## config.mk

```make
export PLATFORM = sky130hd
export DESIGN_NAME = esc_rpm_step_regulator_unit
export DESIGN_NICKNAME = d
export VERILOG_FILES = /design/src/rtl/esc_rsr_pkg.sv /design/src/rtl/esc_rsr_div.sv /design/src/rtl/esc_rpm_step_regulator_unit.sv
export SDC_FILE = /design/constraint.sdc
export NUM_CORES = 1
export LEC_CHECK = 0
export BUFFER_PORTS_ARGS = -buffer_cell sky130_fd_sc_hd__clkbuf_2
export CAP_MARGIN = 20
export CORE_UTILIZATION = 45
export CTS_BUF_LIST = sky130_fd_sc_hd__clkbuf_4 sky130_fd_sc_hd__clkbuf_8
export CTS_CLUSTER_DIAMETER = 150
export DETAILED_ROUTE_END_ITERATION = 10
export PLACE_DENSITY = 0.71
export RECOVER_POWER = 50
export SYNTH_ARGS = -nofsm -noshare
export SYNTH_HDL_FRONTEND = slang
export SYNTH_HIERARCHICAL = 1
export SYNTH_SLANG_ARGS = --single-unit
```

## constraint.sdc

```tcl
create_clock -name clk_i -period 17.04 [get_ports clk_i]
set_input_delay 1.704 -clock clk_i [delete_from_list [all_inputs] [get_ports clk_i]]
set_output_delay 1.704 -clock clk_i [all_outputs]
set_load 0.005 [all_outputs]
```

## src/rtl/esc_rsr_pkg.sv

```systemverilog
// Shared types, constants and helpers of the motor speed regulator.
`default_nettype none

package esc_rsr_pkg;

  // Serial divider sizes: the widest dividend is |raw| * 600 or duty * 32767.
  localparam int unsigned DVD_W   = 26;
  localparam int unsigned DVS_W   = 16;
  localparam int unsigned CNT_W   = 5;
  localparam int unsigned MUL_A_W = 17;
  localparam int unsigned MUL_K_W = 16;
  localparam int unsigned PROD_W  = MUL_A_W + MUL_K_W;

  localparam logic [CNT_W-1:0]   DIV_LAST      = CNT_W'(DVD_W - 1);

  localparam logic [DVS_W-1:0]   POLES         = 16'd14;
  localparam logic [2:0]         ADJUST_PERIOD = 3'd5;
  localparam logic [7:0]         IDENT_ALIVE   = 8'hAB;
  localparam logic [9:0]         DUTY_MAX      = 10'd1000;
  localparam logic [MUL_K_W-1:0] RPM_SCALE     = 16'd600;
  localparam logic [MUL_K_W-1:0] MAP_SCALE     = 16'd100;
  localparam logic [MUL_K_W-1:0] THR_SCALE     = 16'd32767;
  localparam logic [DVS_W-1:0]   THR_DIV       = 16'd1000;
  localparam logic [17:0]        ERR_COARSE    = 18'd2000;
  localparam logic [17:0]        ERR_FINE      = 18'd100;
  localparam logic [6:0]         STEP_COARSE   = 7'd100;
  localparam logic [6:0]         STEP_MID      = 7'd10;
  localparam logic [6:0]         STEP_FINE     = 7'd1;

  typedef enum logic [2:0] {
    FUNC_TICK      = 3'd0,
    FUNC_SET_RPM   = 3'd1,
    FUNC_SET_DUTY  = 3'd2,
    FUNC_POWER_ON  = 3'd3,
    FUNC_POWER_OFF = 3'd4
  } func_e;

  typedef enum logic [2:0] {
    REG_SLOPE     = 3'd0,
    REG_INTERCEPT = 3'd1,
    REG_MIN_RPM   = 3'd2,
    REG_MAX_RPM   = 3'd3,
    REG_MIN_DUTY  = 3'd4,
    REG_MAX_DUTY  = 3'd5,
    REG_DEAD_BAND = 3'd6,
    REG_REVERSE   = 3'd7
  } reg_idx_e;

  typedef enum logic [5:0] {
    S_IDLE = 6'b000001,
    S_MUL  = 6'b000010,
    S_DIV  = 6'b000100,
    S_POST = 6'b001000,
    S_ADJ  = 6'b010000,
    S_OUT  = 6'b100000
  } state_e;

  typedef enum logic [1:0] {
    JOB_SPEED = 2'd0,
    JOB_MAP   = 2'd1,
    JOB_THR   = 2'd2
  } job_e;

  typedef struct packed {
    logic [2:0]        func;
    logic signed [15:0] raw_count;
    logic [7:0]        ident_byte;
    logic [15:0]       value;
    logic              write_ok;
  } esc_in_t;

  typedef struct packed {
    logic              send;
    logic signed [15:0] throttle;
    logic signed [15:0] measured_rpm;
    logic [9:0]        duty_now;
    logic              status;
  } esc_out_t;

  typedef struct packed {
    logic             start;
    logic [DVD_W-1:0] dividend;
    logic [DVS_W-1:0] divisor;
  } div_req_t;

  typedef struct packed {
    logic             done;
    logic [DVD_W-1:0] quotient;
  } div_rsp_t;

  function automatic logic [9:0] sat_duty(input logic [DVD_W-1:0] d);
    return (d > DVD_W'(DUTY_MAX)) ? DUTY_MAX : d[9:0];
  endfunction

endpackage

`default_nettype wire

```

## src/rtl/esc_rsr_div.sv

```systemverilog
// Bit-serial restoring divider: one quotient bit per cycle.
`default_nettype none

module esc_rsr_div (
  input  logic                  clk_i,
  input  logic                  rst_ni,
  input  esc_rsr_pkg::div_req_t req_i,
  output esc_rsr_pkg::div_rsp_t rsp_o
);
  import esc_rsr_pkg::*;

  logic [DVD_W-1:0] dvd_q, dvd_d;
  logic [DVS_W-1:0] dvs_q, dvs_d;
  logic [DVS_W-1:0] rem_q, rem_d;
  logic [CNT_W-1:0] cnt_q, cnt_d;
  logic             busy_q, busy_d;
  logic             done_q, done_d;
  logic [DVS_W:0]   trial;
  logic [DVS_W:0]   diff;
  logic             fits;

  // The dividend register shifts out its top bit and takes the quotient bit in.
  assign trial = {rem_q, dvd_q[DVD_W-1]};
  assign diff  = trial - {1'b0, dvs_q};
  assign fits  = trial >= {1'b0, dvs_q};

  always_comb begin
    dvd_d  = dvd_q;
    dvs_d  = dvs_q;
    rem_d  = rem_q;
    cnt_d  = cnt_q;
    busy_d = busy_q;
    done_d = 1'b0;
    if (req_i.start) begin
      dvd_d  = req_i.dividend;
      dvs_d  = req_i.divisor;
      rem_d  = '0;
      cnt_d  = '0;
      busy_d = 1'b1;
    end else if (busy_q) begin
      dvd_d = {dvd_q[DVD_W-2:0], fits};
      rem_d = fits ? diff[DVS_W-1:0] : trial[DVS_W-1:0];
      if (cnt_q == DIV_LAST) begin
        cnt_d  = '0;
        busy_d = 1'b0;
        done_d = 1'b1;
      end else begin
        cnt_d = cnt_q + 1'b1;
      end
    end
  end

  always_ff @(posedge clk_i or negedge rst_ni) begin
    if (!rst_ni) begin
      cnt_q  <= '0;
      busy_q <= 1'b0;
      done_q <= 1'b0;
    end else begin
      cnt_q  <= cnt_d;
      busy_q <= busy_d;
      done_q <= done_d;
    end
  end

  always_ff @(posedge clk_i) begin
    dvd_q <= dvd_d;
    dvs_q <= dvs_d;
    rem_q <= rem_d;
  end

  assign rsp_o.done     = done_q;
  assign rsp_o.quotient = dvd_q;

  a_no_start_busy: assert property (@(posedge clk_i) disable iff (!rst_ni)
    req_i.start |-> !busy_q)
    else $error("divider started while busy");

  a_done_idle: assert property (@(posedge clk_i) disable iff (!rst_ni)
    done_q |-> !busy_q && cnt_q == '0)
    else $error("divider done while still iterating");

  a_rem_bound: assert property (@(posedge clk_i) disable iff (!rst_ni)
    done_q |-> (dvs_q == '0 || rem_q < dvs_q))
    else $error("divider remainder not below divisor");

  a_done_after_last: assert property (@(posedge clk_i) disable iff (!rst_ni)
    busy_q && cnt_q == DIV_LAST && !req_i.start |=> done_q)
    else $error("divider missed its done pulse");

endmodule

`default_nettype wire

```

## src/rtl/esc_rpm_step_regulator_unit.sv

```systemverilog
// Power on, power off and unused selectors go straight to the output state. Set duty and a tick
// without a step take one divider pass (a tick with no target and a still motor also passes the
// adjust state); set rpm and a tick that keeps, lowers or re-sends the duty take two, an upward
// step three. Each pass loads the operands, forms the 26 quotient bits, raises done and has its
// result used. One word is in work at a time: the next is taken once the previous is output.
// Reset: asynchronous, active low; loads the register defaults and clears all but the data words.
`default_nettype none

module esc_rpm_step_regulator_unit (
  input  logic                 clk_i,
  input  logic                 rst_ni,
  input  logic                 in_valid_i,
  output logic                 in_stall_o,
  input  esc_rsr_pkg::esc_in_t  in_data_i,
  output logic                 out_valid_o,
  input  logic                 out_stall_i,
  output esc_rsr_pkg::esc_out_t out_data_o,
  input  logic                 psel,
  input  logic                 penable,
  input  logic                 pwrite,
  input  logic [4:0]           paddr,
  input  logic [31:0]          pwdata,
  output logic [31:0]          prdata,
  output logic                 pready
);
  import esc_rsr_pkg::*;

  // Configuration registers
  logic [15:0] slope_q, intercept_q, min_rpm_q, max_rpm_q, dead_band_q;
  logic [9:0]  min_duty_q, max_duty_q;
  logic        reverse_q;
  logic        cfg_wr;

  // Control and regulator state
  state_e      state_q, state_d;
  job_e        job_q, job_d;
  esc_in_t     in_q, in_d;
  logic [15:0] speed_q, speed_d;
  logic [2:0]  tick_cnt_q, tick_cnt_d;
  logic        pend_q, pend_d;
  logic        powered_q, powered_d;
  logic [15:0] target_q, target_d;
  logic [9:0]  duty_q, duty_d;
  logic [6:0]  step_q, step_d;
  logic        res_send_q, res_send_d;
  logic        res_status_q, res_status_d;
  logic [15:0] res_thr_q, res_thr_d;
  esc_out_t    out_q, out_d;
  logic        out_valid_q, out_valid_d;

  // Datapath
  div_req_t           div_req;
  div_rsp_t           div_rsp;
  logic [MUL_A_W-1:0] mul_a;
  logic [MUL_K_W-1:0] mul_k;
  logic [DVS_W-1:0]   div_dvs;
  logic [PROD_W-1:0]  prod;
  logic [MUL_A_W-1:0] raw_abs;
  logic [15:0]        map_r;
  logic               map_ge;
  logic [15:0]        map_off;
  logic [9:0]         map_res;
  logic [15:0]        speed_new;
  logic [15:0]        thr_word;
  logic               in_accept;
  logic               out_load;
  logic               live;
  logic               pend_new;
  logic signed [17:0] act18, tgt18, db18, diff18, adiff18;
  logic               rising, falling, act_pos;
  logic [6:0]         step_new;
  logic [10:0]        fall_p, fall_lim;
  logic [10:0]        rise_p, rise_cap, rise_lim;

  assign in_accept  = in_valid_i && !in_stall_o;
  assign in_stall_o = (state_q != S_IDLE);
  assign pready     = 1'b1;
  assign cfg_wr     = psel && penable && pwrite;

  // ---------------------------------------------------------------- config port
  always_ff @(posedge clk_i or negedge rst_ni) begin
    if (!rst_ni) begin
      slope_q     <= 16'd100;
      intercept_q <= '0;
      min_rpm_q   <= '0;
      max_rpm_q   <= 16'hFFFF;
      min_duty_q  <= '0;
      max_duty_q  <= DUTY_MAX;
      dead_band_q <= '0;
      reverse_q   <= 1'b0;
    end else if (cfg_wr) begin
      case (reg_idx_e'(paddr[4:2]))
        REG_SLOPE:     slope_q     <= pwdata[15:0];
        REG_INTERCEPT: intercept_q <= pwdata[15:0];
        REG_MIN_RPM:   min_rpm_q   <= pwdata[15:0];
        REG_MAX_RPM:   max_rpm_q   <= pwdata[15:0];
        REG_MIN_DUTY:  min_duty_q  <= pwdata[9:0];
        REG_MAX_DUTY:  max_duty_q  <= pwdata[9:0];
        REG_DEAD_BAND: dead_band_q <= pwdata[15:0];
        REG_REVERSE:   reverse_q   <= pwdata[0];
        default: ;
      endcase
    end
  end

  always_comb begin
    case (reg_idx_e'(paddr[4:2]))
      REG_SLOPE:     prdata = {16'd0, slope_q};
      REG_INTERCEPT: prdata = {16'd0, intercept_q};
      REG_MIN_RPM:   prdata = {16'd0, min_rpm_q};
      REG_MAX_RPM:   prdata = {16'd0, max_rpm_q};
      REG_MIN_DUTY:  prdata = {22'd0, min_duty_q};
      REG_MAX_DUTY:  prdata = {22'd0, max_duty_q};
      REG_DEAD_BAND: prdata = {16'd0, dead_band_q};
      REG_REVERSE:   prdata = {31'd0, reverse_q};
      default:       prdata = '0;
    endcase
  end

  // ---------------------------------------------------------------- operands
  assign raw_abs = in_q.raw_count[15] ? (17'd0 - {in_q.raw_count[15], in_q.raw_count})
                                      : {1'b0, in_q.raw_count};
  assign map_r   = (in_q.func == FUNC_SET_RPM) ? in_q.value : max_rpm_q;
  assign map_ge  = map_r >= intercept_q;
  assign map_off = map_r - intercept_q;

  always_comb begin
    case (job_q)
      JOB_SPEED: begin
        mul_a   = raw_abs;
        mul_k   = RPM_SCALE;
        div_dvs = POLES;
      end
      JOB_MAP: begin
        mul_a   = map_ge ? {1'b0, map_off} : '0;
        mul_k   = MAP_SCALE;
        div_dvs = slope_q;
      end
      JOB_THR: begin
        mul_a   = {7'd0, duty_q};
        mul_k   = THR_SCALE;
        div_dvs = THR_DIV;
      end
      default: begin
        mul_a   = '0;
        mul_k   = '0;
        div_dvs = THR_DIV;
      end
    endcase
  end

  // The product goes straight into the divider's shift register.
  assign prod             = mul_a * mul_k;
  assign div_req.start    = (state_q == S_MUL);
  assign div_req.dividend = prod[DVD_W-1:0];
  assign div_req.divisor  = div_dvs;

  esc_rsr_div u_div (
    .clk_i  (clk_i),
    .rst_ni (rst_ni),
    .req_i  (div_req),
    .rsp_o  (div_rsp)
  );

  // ---------------------------------------------------------------- results of a pass
  assign speed_new = in_q.raw_count[15] ? (16'd0 - div_rsp.quotient[15:0])
                                        : div_rsp.quotient[15:0];
  // A zero slope divides to all ones, which saturates to full duty.
  assign map_res   = (!map_ge || map_r < min_rpm_q) ? 10'd0 : sat_duty(div_rsp.quotient);
  assign thr_word  = reverse_q ? (16'd0 - div_rsp.quotient[15:0]) : div_rsp.quotient[15:0];

  assign live     = (in_q.ident_byte == IDENT_ALIVE);
  assign pend_new = pend_q || (tick_cnt_q >= ADJUST_PERIOD);

  // Error against the target, taken from the speed already stored.
  assign act18   = {{2{speed_q[15]}}, speed_q};
  assign tgt18   = {2'b00, target_q};
  assign db18    = {2'b00, dead_band_q};
  assign rising  = (act18 + db18) < tgt18;
  assign falling = act18 > (tgt18 + db18);
  assign diff18  = tgt18 - act18;
  assign adiff18 = diff18[17] ? -diff18 : diff18;
  assign act_pos = !speed_q[15] && (speed_q != 16'd0);

  always_comb begin
    if (adiff18 > ERR_COARSE) begin
      step_new = STEP_COARSE;
    end else if (adiff18 > ERR_FINE) begin
      step_new = STEP_MID;
    end else begin
      step_new = STEP_FINE;
    end
  end

  assign fall_p   = ({1'b0, duty_q} < {4'd0, step_new}) ? 11'd0
                                                         : ({1'b0, duty_q} - {4'd0, step_new});
  assign fall_lim = (fall_p < {1'b0, min_duty_q}) ? {1'b0, min_duty_q} : fall_p;

  assign rise_p   = {1'b0, duty_q} + {4'd0, step_q};
  assign rise_cap = (rise_p > {1'b0, map_res}) ? {1'b0, map_res} : rise_p;
  assign rise_lim = (rise_cap > {1'b0, max_duty_q}) ? {1'b0, max_duty_q} : rise_cap;

  // ---------------------------------------------------------------- sequencer
  assign out_load = (state_q == S_OUT) && (!out_valid_q || !out_stall_i);

  always_comb begin
    state_d      = state_q;
    job_d        = job_q;
    in_d         = in_q;
    speed_d      = speed_q;
    tick_cnt_d   = tick_cnt_q;
    pend_d       = pend_q;
    powered_d    = powered_q;
    target_d     = target_q;
    duty_d       = duty_q;
    step_d       = step_q;
    res_send_d   = res_send_q;
    res_status_d = res_status_q;
    res_thr_d    = res_thr_q;

    case (state_q)
      S_IDLE: begin
        if (in_accept) begin
          in_d         = in_data_i;
          res_send_d   = 1'b0;
          res_status_d = 1'b0;
          res_thr_d    = '0;
          case (in_data_i.func)
            FUNC_TICK: begin
              job_d   = JOB_SPEED;
              state_d = S_MUL;
            end
            FUNC_SET_RPM: begin
              job_d   = JOB_MAP;
              state_d = S_MUL;
            end
            FUNC_SET_DUTY: begin
              target_d     = '0;
              duty_d       = sat_duty(DVD_W'(in_data_i.value));
              res_send_d   = 1'b1;
              res_status_d = 1'b1;
              job_d        = JOB_THR;
              state_d      = S_MUL;
            end
            FUNC_POWER_ON: begin
              powered_d    = 1'b1;
              res_send_d   = 1'b1;
              res_status_d = in_data_i.write_ok;
              state_d      = S_OUT;
            end
            FUNC_POWER_OFF: begin
              powered_d    = 1'b0;
              target_d     = '0;
              res_send_d   = 1'b1;
              res_status_d = in_data_i.write_ok;
              state_d      = S_OUT;
            end
            default: begin
              state_d = S_OUT;
            end
          endcase
        end
      end

      S_MUL: begin
        state_d = S_DIV;
      end

      S_DIV: begin
        if (div_rsp.done) begin
          state_d = S_POST;
        end
      end

      S_POST: begin
        case (job_q)
          JOB_SPEED: begin
            speed_d = speed_new;
            if (!live) begin
              state_d = S_OUT;
            end else begin
              tick_cnt_d   = (tick_cnt_q >= ADJUST_PERIOD) ? 3'd0 : tick_cnt_q + 3'd1;
              res_status_d = 1'b1;
              if (pend_new && powered_q) begin
                pend_d  = 1'b0;
                state_d = S_ADJ;
              end else begin
                pend_d  = pend_new;
                state_d = S_OUT;
              end
            end
          end
          JOB_MAP: begin
            if (in_q.func == FUNC_SET_RPM) begin
              duty_d       = map_res;
              res_send_d   = 1'b1;
              res_status_d = in_q.write_ok;
              if (in_q.write_ok) begin
                target_d = in_q.value;
              end
            end else begin
              // Upward step of a tick, capped by the mapped duty of max_rpm.
              duty_d = sat_duty(DVD_W'(rise_lim));
            end
            job_d   = JOB_THR;
            state_d = S_MUL;
          end
          JOB_THR: begin
            res_thr_d = thr_word;
            state_d   = S_OUT;
          end
          default: begin
            state_d = S_OUT;
          end
        endcase
      end

      S_ADJ: begin
        if (target_q == '0) begin
          // No target: report the current duty only while the measured speed is above zero.
          res_status_d = 1'b0;
          res_send_d   = act_pos;
          job_d        = JOB_THR;
          state_d      = act_pos ? S_MUL : S_OUT;
        end else begin
          res_status_d = 1'b1;
          res_send_d   = 1'b1;
          step_d       = step_new;
          if (rising) begin
            job_d = JOB_MAP;
          end else begin
            if (falling) begin
              duty_d = sat_duty(DVD_W'(fall_lim));
            end
            job_d = JOB_THR;
          end
          state_d = S_MUL;
        end
      end

      S_OUT: begin
        if (out_load) begin
          state_d = S_IDLE;
        end
      end

      default: begin
        state_d = S_IDLE;
      end
    endcase
  end

  // ---------------------------------------------------------------- output word
  always_comb begin
    out_d              = out_q;
    out_d.send         = res_send_q;
    out_d.throttle     = res_thr_q;
    out_d.measured_rpm = speed_q;
    out_d.duty_now     = duty_q;
    out_d.status       = res_status_q;
    if (out_load) begin
      out_valid_d = 1'b1;
    end else if (out_valid_q && !out_stall_i) begin
      out_valid_d = 1'b0;
    end else begin
      out_valid_d = out_valid_q;
    end
  end

  always_ff @(posedge clk_i or negedge rst_ni) begin
    if (!rst_ni) begin
      state_q      <= S_IDLE;
      job_q        <= JOB_SPEED;
      speed_q      <= '0;
      tick_cnt_q   <= '0;
      pend_q       <= 1'b0;
      powered_q    <= 1'b0;
      target_q     <= '0;
      duty_q       <= '0;
      res_send_q   <= 1'b0;
      res_status_q <= 1'b0;
      out_valid_q  <= 1'b0;
    end else begin
      state_q      <= state_d;
      job_q        <= job_d;
      speed_q      <= speed_d;
      tick_cnt_q   <= tick_cnt_d;
      pend_q       <= pend_d;
      powered_q    <= powered_d;
      target_q     <= target_d;
      duty_q       <= duty_d;
      res_send_q   <= res_send_d;
      res_status_q <= res_status_d;
      out_valid_q  <= out_valid_d;
    end
  end

  always_ff @(posedge clk_i) begin
    in_q      <= in_d;
    step_q    <= step_d;
    res_thr_q <= res_thr_d;
    if (out_load) begin
      out_q <= out_d;
    end
  end

  assign out_valid_o = out_valid_q;
  assign out_data_o  = out_q;

  a_duty_range: assert property (@(posedge clk_i) disable iff (!rst_ni)
    duty_q <= DUTY_MAX)
    else $error("duty above full scale");

  a_tick_range: assert property (@(posedge clk_i) disable iff (!rst_ni)
    tick_cnt_q <= ADJUST_PERIOD)
    else $error("tick counter past its period");

  a_quiet_throttle: assert property (@(posedge clk_i) disable iff (!rst_ni)
    out_valid_o && !out_data_o.send |-> out_data_o.throttle == '0)
    else $error("throttle word set on a word without a write");

  a_busy_after_accept: assert property (@(posedge clk_i) disable iff (!rst_ni)
    in_accept |=> in_stall_o)
    else $error("input taken while a word is still in work");

  a_load_from_out: assert property (@(posedge clk_i) disable iff (!rst_ni)
    $rose(out_valid_o) |-> $past(state_q) == S_OUT)
    else $error("output word loaded outside the output state");

endmodule

`default_nettype wire
```

* Word level (Yosys, flattened, before mapping)
Cells that the tools add are included.
** Storage, ports and cells
- Output and inout port bits :: 79
- Latch bits :: 0
- Flip-flop bits (word level) :: 335
- Bits of input ports :: 88
- Memories :: 0
- Memory bits (read-only) :: 0
- Memory bits (writable) :: 0
** Cells by class
- Multiply operators :: 1
- Shift-type cells :: 0
- Bitwise logic cells :: 1
- Magnitude comparators :: 16
- Reductions and logical operators :: 49
- Equal/unequal tests :: 39
- Add/sub/neg operators :: 12
- Div/mod/pow operators :: 0
- Muxes and demuxes :: 84
** Operators with widths (count)
- 32-bit case mux with 8 select lines :: 1
- 16-bit two-way mux :: 12
- 10-bit two-way mux :: 12
- 16-bit case mux with 2 select lines :: 3
- 26-bit two-way mux :: 2
- 17-bit case mux with 3 select lines :: 1
- 6-bit two-way mux :: 8
- 15-bit case mux with 3 select lines :: 1
- 11-bit two-way mux :: 4
- 6-bit case mux with 6 select lines :: 1
- 16-bit subtractor :: 2
- 10-bit case mux with 3 select lines :: 1
- 26-bit by 10-bit greater-than comparator with 1-bit output, second input constant :: 1
- 17-bit by 16-bit multiplier with 26-bit output :: 1
- 11-bit by 10-bit greater-than comparator with 1-bit output :: 2
- 11-bit by 10-bit greater-than comparator with 1-bit output, second input constant :: 2
- 2-bit AND reduction :: 11
- 16-bit by 17-bit adder with 18-bit output :: 1
- 16-bit by 18-bit greater-than comparator with 1-bit output :: 1
- 18-bit by 11-bit greater-than comparator with 1-bit output, second input constant :: 1
- 18-bit by 7-bit greater-than comparator with 1-bit output, second input constant :: 1
- 18-bit by 17-bit < comparator with 1-bit output :: 1
- 1-bit two-way mux :: 18
- 18-bit two-way mux :: 1
- other kinds (62) :: 113

* Depth between registers and ports, before layout
Gate-level depths: netlist (run 1).
- Word-level depth :: 16
- Mapped depth :: 38
- Gate-level depth less buffers :: 36

* Modules after synthesis
The synthesis (run 1) kept the hierarchy.
** By module, submodules not included
- esc_rpm_step_regulator_unit :: times used 1, area an instance 25464.4 um^2, seq. area each 7224.4 um^2, cells each 2690
- esc_rsr_div :: times used 1, area an instance 3549.7 um^2, seq. area each 1756.7 um^2, cells each 318

* Least setup slack after synthesis (run 1)
OpenSTA, ideal clock, no wires.
- Path type :: register -> register
- Start :: reg in_q[42] in the netlist's numbering
- End :: reg u_div.dvd_q[21], data pin
- Library setup time :: 260 ps
- Stages on the path, launching flop included :: 36
- Data required time :: 16780 ps
- Buffers on the path :: 4
- Setup slack :: 7699 ps
- Arrival :: 9081 ps
- Cells stage by stage :: edfxtp_1 > or3b_2 > clkbuf_1 > clkbuf_1 > buf_1 > nand2_1 > nand2_1 > ha_1 > a21oi_1 > o21ai_0 > a31oi_1 > a31oi_4 > and2_1 > clkbuf_1 > a222oi_1 > nor2_1 > and2_1 > fa_1 > inv_1 > fa_1 > inv_1 > fa_1 > fa_1 > fa_1 > inv_1 > fa_1 > inv_1 > ha_1 > a2111oi_1 > o31ai_1 > or3_1 > a31o_2 > a21o_1 > a21oi_1 > xnor2_1 > mux2_2
** RTL lines
- start: declaration :: line esc_rpm_step_regulator_unit.sv:37 : esc_in_t in_q, in_d;
- start signal: assignment :: line esc_rpm_step_regulator_unit.sv:399 : in_q <= in_d;
- end signal: assignment :: line esc_rsr_div.sv:66 : dvd_q <= dvd_d;
- end: declaration :: line esc_rsr_div.sv:12 : logic [DVD_W-1:0] dvd_q, dvd_d;

==> flow_metrics.env, run 1 <==
export IMPL_outcome="finished, violations left"
export IMPL_violations="max-capacitance violations, max-slew violations"
export IMPL_grt_max_degree=60
export IMPL_final_cell_mix="inv_1 (359), nand2_1 (312), ha_1 (248)"
export IMPL_synth_top_cell_area_share_pct=15.4
export IMPL_timing_final_crit_share_pct=61.9
export IMPL_design_area_um2=31800
export IMPL_hold_buffers=0
export IMPL_hold_path_class="reg2reg"
export IMPL_end_kind="flop"
export IMPL_ys_seq_elements=331
export IMPL_worst_pin_slew_ns=3.38
export IMPL_report_final_hold_viol_count=0
export IMPL_drive_gt1_share_pct=12.8
export IMPL_whs_ns=0.417
export IMPL_drv_slew=291
export IMPL_core_area_um2=63400
export IMPL_die_w_um=256
export IMPL_cp_num_buf_inv=4
export IMPL_period_needed_ns=10.56
export IMPL_ys_types=107
export IMPL_crit_top_cell="fa_1"
export IMPL_ys_flop_type="edfxtp_1"
export IMPL_setup_tns_ns=0
export IMPL_start_util_pct=45.7
export IMPL_setup_violations_final=0
export IMPL_cts_buffers=59
export IMPL_cp_max_fo=25
export IMPL_worstSetupStartpointType="flop"
export IMPL_post_cts_setup_buffer_count=0
export IMPL_dr_pass1_iters=6
export IMPL_viasPerCell=5.72
export IMPL_path_class="reg2reg"
export IMPL_final_nets=3658
export IMPL_finalClockSkew_ns=0.0415
export IMPL_path_clk_slew_ns=0.06
export IMPL_dr_total_vias=23100
export IMPL_r2r_start="in_q[42]$_DFFE_PP_"
export IMPL_synth_area_per_cell_um2=9.65
export IMPL_cts_htree_levels=2
export IMPL_dpl_instance_area_um2=30500
export IMPL_crit_arrival_ns=10.95
export IMPL_gp_congestion=0.961
export IMPL_crit_required_ns=17.43
export IMPL_antenna_found_initial=1
export IMPL_drc=0
export IMPL_syn2layout_area_growth_pct=9.45
export IMPL_drt_iter0_markers=1833
export IMPL_yosysTopAreaCell="edfxtp_1"
export IMPL_clk_latency_ns=0.69
export IMPL_max_cap_violations=6
export IMPL_synthCells=3008
export IMPL_synthTopCellsByArea="edfxtp_1 (15%), fa_1 (13%), dfrtp_1 (12%)"
export IMPL_cp_slowest_stage_delay_ns=0.78
export IMPL_grt_pass1_wl_mm=130
export IMPL_dieArea_um2=65500
export IMPL_clk_path_buf_depth=3
export IMPL_cts_tree="yes"
export IMPL_rsz0062_at_grt="false"
export IMPL_netlist_area_um2=29000
export IMPL_antenna_left=0
export IMPL_overflow=0
export IMPL_instances_no_fill=4032
export IMPL_cts_resized=0
export IMPL_cpMaxStageDelayCell="or3b_2"
export IMPL_seq_area_frac_synth_pct=31.0
export IMPL_wl_mm=82.9
export IMPL_synth_edf_count=149
export IMPL_yosysWarnings=6
export IMPL_slew_headroom_pct=-126
export IMPL_async_flop_share_pct=50.2
export IMPL_wl_per_cell_um=20.6
export IMPL_portBuffers=131
export IMPL_worstHoldStart="res_thr_q[3]$_SDFFCE_PN0P_"
export IMPL_clkSinkCount=331
export IMPL_crit_family="adder cells"
export IMPL_final_common_cell="inv_1"
export IMPL_clock_root_buffer="clkbuf_8"
export IMPL_clock_fmax_ghz=0.0947
export IMPL_dp_hpwl_mm=65.3
export IMPL_rows=92
export IMPL_startpoint="in_q[42]$_DFFE_PP_"
export IMPL_dp_cells=3919
export IMPL_die_h_um=256
export IMPL_track_usage_pct=25.4
export IMPL_top_level_ports=167
export IMPL_grt_pass1_vias=22700
==> per-stage QoR <==
step | setup slack (ns) | util (%)
finish | 6.48 | 50.1
global route | 5.84 | 50.1
CTS | 6.52 | 50.2
detailed placement | 6.60 | 48.1
global placement | 6.63 | 48.1
floorplan | 7.70 | -
==> final timing paths <==
| check | end | slack (ns) | cells after the start |
|---|---|---|---|
| max | u_div/dvd_q[25]$_DFFE_PP_ | 6.48 | 31 |
| min | out_data_o[30]$_DFFE_PP_ | 0.42 | 0 |
| max reg2reg | u_div/dvd_q[25]$_DFFE_PP_ | 6.48 | 31 |
| min reg2reg | out_data_o[30]$_DFFE_PP_ | 0.42 | 0 |
| max in group asynchronous | u_div/cnt_q[4]$_DFFE_PN0P_ | 10.50 | 3 |
| min in group asynchronous | target_q[5]$_DFFE_PN0P_ | 2.16 | 1 |
==> state kept, by name (all words and copies together), names as in the netlist, 2 cells and up <==
| register | cells |
|---|---|
| intercept_q | 16 |
| in_q | 44 |
| res_thr_q | 16 |
| slope_q | 16 |
| step_q | 3 |
| out_data_o | 44 |
| job_q | 2 |
| tick_cnt_q | 3 |
| u_div/rem_q | 16 |
| u_div/cnt_q | 5 |
| u_div/dvd_q | 26 |
| target_q | 16 |
| max_duty_q | 10 |
| dead_band_q | 16 |
| duty_q | 10 |
| speed_q | 16 |
| state_q | 6 |
| min_duty_q | 10 |
| max_rpm_q | 16 |
| u_div/dvs_q | 16 |
| min_rpm_q | 16 |
==> synthesized netlist by cell type, types with 25 or more instances <==
library cell	count
nand4_1	30
a21oi_1	125
nand2_1	312
nand3_1	54
or3_1	25
clkbuf_1	73
nor2_1	175
mux2i_1	28
fa_1	187
mux2_2	89
nand2b_1	33
edfxtp_1	149
nor3_1	44
o21ai_0	200
o211ai_1	25
ha_1	248
and2_1	43
dfrtp_1	140
dfstp_2	26
xnor2_1	93
xor2_1	46
inv_1	359
a21o_1	42
==> routing by layer <==
layer  part of all wire [%]  up-vias  track usage [%]
met5                      0        -                0
li1                       -    10800                -
met4                    4.1        0             9.76
met3                    7.1      166             4.24
met1                     43    11300             34.3
met2                     46      793             40.9
==> area by class of cell <==
cell class                      count  area, um2
Fill cell                        5876      31700
Multi-Input combinational cell   2228      18300
Sequential cell                   331       8980
Inverter                          361       1360
Clock buffer                       85       1080
Tap cell                          846       1060
Timing Repair Buffer              154        759
Clock inverter                     26        273
Antenna cell                        1       2.50
==> kinds of logic after synthesis <==
family	Yosys count	synth area share (%)
xor gates and xnor gates	139	4.20
buffers and inverters	473	6.49
adders and majority gates	435	23.6
and+or+nand+nor	835	13.8
DFF	331	31.0
AOI/OAI and AO/OA	664	15.6
other	2	0.0259
muxes	129	5.35
Power of run 1 is not shown: default switching activity piles up to over one toggle a cycle in this logic, so the estimate is an artifact.
==> inputs of run 2 (changes only) <==
- ABC_AREA: unset -> 1
- PLACE_DENSITY: 0.71 -> 0.73
- clock period: 17.04 -> 9.5 ns (I/O delays scaled with it)
==> run 2 against run 1 <==
  * The flow still finishes with violations (max-capacitance violations, max-slew violations)
  * Final cell count is 15% higher
  * Fmax is 18% higher
  * Global-route usage is 0.40 points higher
  * Die area hardly changed
  * Critical path type unchanged
  * Highest routed layer unchanged
==> flow_metrics.env, run 2 <==
export IMPL_hold_depth=0
export IMPL_rows=92
export IMPL_synth_area_per_cell_um2=8.13
export IMPL_synthTopCellsByArea="edfxtp_1 (15%), fa_1 (13%), dfrtp_1 (12%)"
export IMPL_yosysTopAreaCell="edfxtp_1"
export IMPL_drive_gt1_share_pct=8.84
export IMPL_cpMaxStageDelayCell="fa_1"
export IMPL_startpoint="in_q[41]$_DFFE_PP_"
export IMPL_die_h_um=256
export IMPL_fillers=6049
export IMPL_final_common_cell="nand2_1"
export IMPL_netlist_area_um2=29000
export IMPL_crit_arrival_ns=9.39
export IMPL_period_needed_ns=8.97
export IMPL_design_area_um2=31900
export IMPL_slew_headroom_pct=-143
export IMPL_end_kind="flop"
export IMPL_async_flop_share_pct=50.2
export IMPL_cp_slowest_stage_delay_ns=0.56
export IMPL_clock_fmax_ghz=0.111
export IMPL_setup_violations_final=0
export IMPL_start_util_pct=45.8
export IMPL_ys_types=69
export IMPL_antenna_left=0
export IMPL_worst_pin_slew_ns=3.65
export IMPL_outcome="finished, violations left"
export IMPL_report_final_hold_viol_count=0
export IMPL_dp_hpwl_mm=68.6
export IMPL_ys_flop_type="edfxtp_1"
export IMPL_drc=0
export IMPL_grt_pass1_vias=23800
export IMPL_clk_path_buf_depth=3
export IMPL_dr_pass1_iters=6
export IMPL_final_nets=4255
export IMPL_rsz0062_at_grt="false"
export IMPL_seq_area_frac_synth_pct=31.0
export IMPL_portBuffers=131
export IMPL_dr_total_vias=24900
export IMPL_max_cap_violations=3
export IMPL_r2r_start="in_q[41]$_DFFE_PP_"
export IMPL_drt_iter0_markers=2524
export IMPL_synth_top_cell_area_share_pct=15.4
export IMPL_core_area_um2=63400
export IMPL_cts_htree_levels=2
export IMPL_overflow=0
export IMPL_gp_congestion=0.998
export IMPL_die_w_um=256
export IMPL_antenna_found_initial=1
export IMPL_syn2layout_area_growth_pct=10.1
export IMPL_hold_end="out_data_o[35]$_DFFE_PP_"
export IMPL_cts_tree="yes"
export IMPL_synth_edf_count=149
export IMPL_synth_most_common_cell="nand2_1"
export IMPL_synthCells=3570
export IMPL_violations="max-capacitance violations, max-slew violations"
export IMPL_dp_cells=4513
export IMPL_worstSetupStartpointType="flop"
export IMPL_wl_mm=84.7
export IMPL_crit_required_ns=9.92
export IMPL_final_cell_mix="nand2_1 (792), inv_1 (622), ha_1 (248)"
export IMPL_grt_pass1_wl_mm=133
export IMPL_viasPerCell=5.38
export IMPL_setup_tns_ns=0
export IMPL_finalClockSkew_ns=0.0245
export IMPL_cp_max_fo=11
export IMPL_track_usage_pct=25.8
export IMPL_yosysWarnings=6
export IMPL_clock_root_buffer="clkbuf_8"
export IMPL_timing_final_crit_share_pct=94.4
export IMPL_clkSinkCount=331
export IMPL_drv_slew=142
export IMPL_hold_buffers=0
export IMPL_clk_latency_ns=0.66
export IMPL_crit_top_cell="nand2_1"
export IMPL_hold_path_class="reg2reg"
export IMPL_path_clk_slew_ns=0.06
export IMPL_r2r_cells=39
export IMPL_rr_endpoint="u_div/dvd_q[24]$_DFFE_PP_"
export IMPL_r2r_slack_ns=0.53
export IMPL_worstHoldStart="res_thr_q[8]$_SDFFCE_PN0P_"
export IMPL_dieArea_um2=65500
export IMPL_ys_seq_elements=331
export IMPL_top_level_ports=167
export IMPL_wl_per_cell_um=18.3
export IMPL_grt_max_degree=69
export IMPL_cts_buffers=58
export IMPL_synthTopCellsByCount="nand2_1 (793), inv_1 (622), ha_1 (248)"
export IMPL_instances_no_fill=4627
export IMPL_dpl_instance_area_um2=30700
export IMPL_path_class="reg2reg"
## run 2: timing repair
item,in CTS,in global routing
endpoints found under the setup margin,0,6
buffers inserted,0,3
resized for setup,0,11
## run 2: worst max path at each step
stage	end	slack (ns)
final	u_div/dvd_q[24]$_DFFE_PP_	0.53
after CTS	u_div/dvd_q[24]$_DFFE_PP_	0.36
after detailed placement	u_div/dvd_q[24]$_DFFE_PP_	0.41
after floorplan	u_div/dvd_q[25]$_DFFE_PP_	0.85
after global placement	u_div/dvd_q[25]$_DFFE_PP_	0.47
after global routing	u_div/dvd_q[24]$_DFFE_PP_	0.02
## run 2: area by class of cell
cell class	count	area, um2	share of cell area (%)
inverter	639	2400	7.53
clock inverter	24	312	0.975
timing repair buffer	172	880	2.75
multi-input combinational	2530	17300	54.1
tap	846	1060	3.31
sequential	331	8980	28.1
clock buffer	84	1030	3.23
antenna	1	2.50	0.00783
## run 2: kinds of logic after synthesis
logic type / after synthesis / synth area share (%)
simple gates: 1336 / 19.6
buf+inv: 733 / 9.94
compound gates: 609 / 11.9
fa+ha+maj: 435 / 23.6
flops: 331 / 31.0
xor+xnor: 124 / 3.91
other cells: 2 / 0.0259
## run 2: critical path, delay by kind of cell (launching register included)
| family | cells | cell delay [ns] |
|---|---|---|
| and+or+nand+nor | 12 | 1.15 |
| AOI/OAI and AO/OA | 10 | 1.89 |
| xor gates and xnor gates | 2 | 0.62 |
| buffers and inverters | 7 | 0.88 |
| DFF | 1 | 0.38 |
| adders and majority gates | 8 | 3.76 |
## run 2: through the flow
stage          hold slack [ns]  utilization [%]  worst slack [ns]
2_1_floorplan            0.400                -             0.850
3_3_place_gp             0.406             48.3             0.470
3_5_place_dp             0.410             48.3             0.410
4_1_cts                  0.195             50.5             0.360
5_1_grt                  0.435             50.4            0.0158
6_report                 0.421             50.4             0.528
## run 2: routing by layer
layer	wire [um]	vias up	part of all wire, %	GRT usage [%]
met5	0	-	0	0
met4	3540	0	4.2	10.6
met3	7600	214	9.0	4.91
met2	37600	1057	44	40.8
met1	35900	11700	42	34.8
li1	-	11900	-	-
Power of run 2 is left out for the same reason.
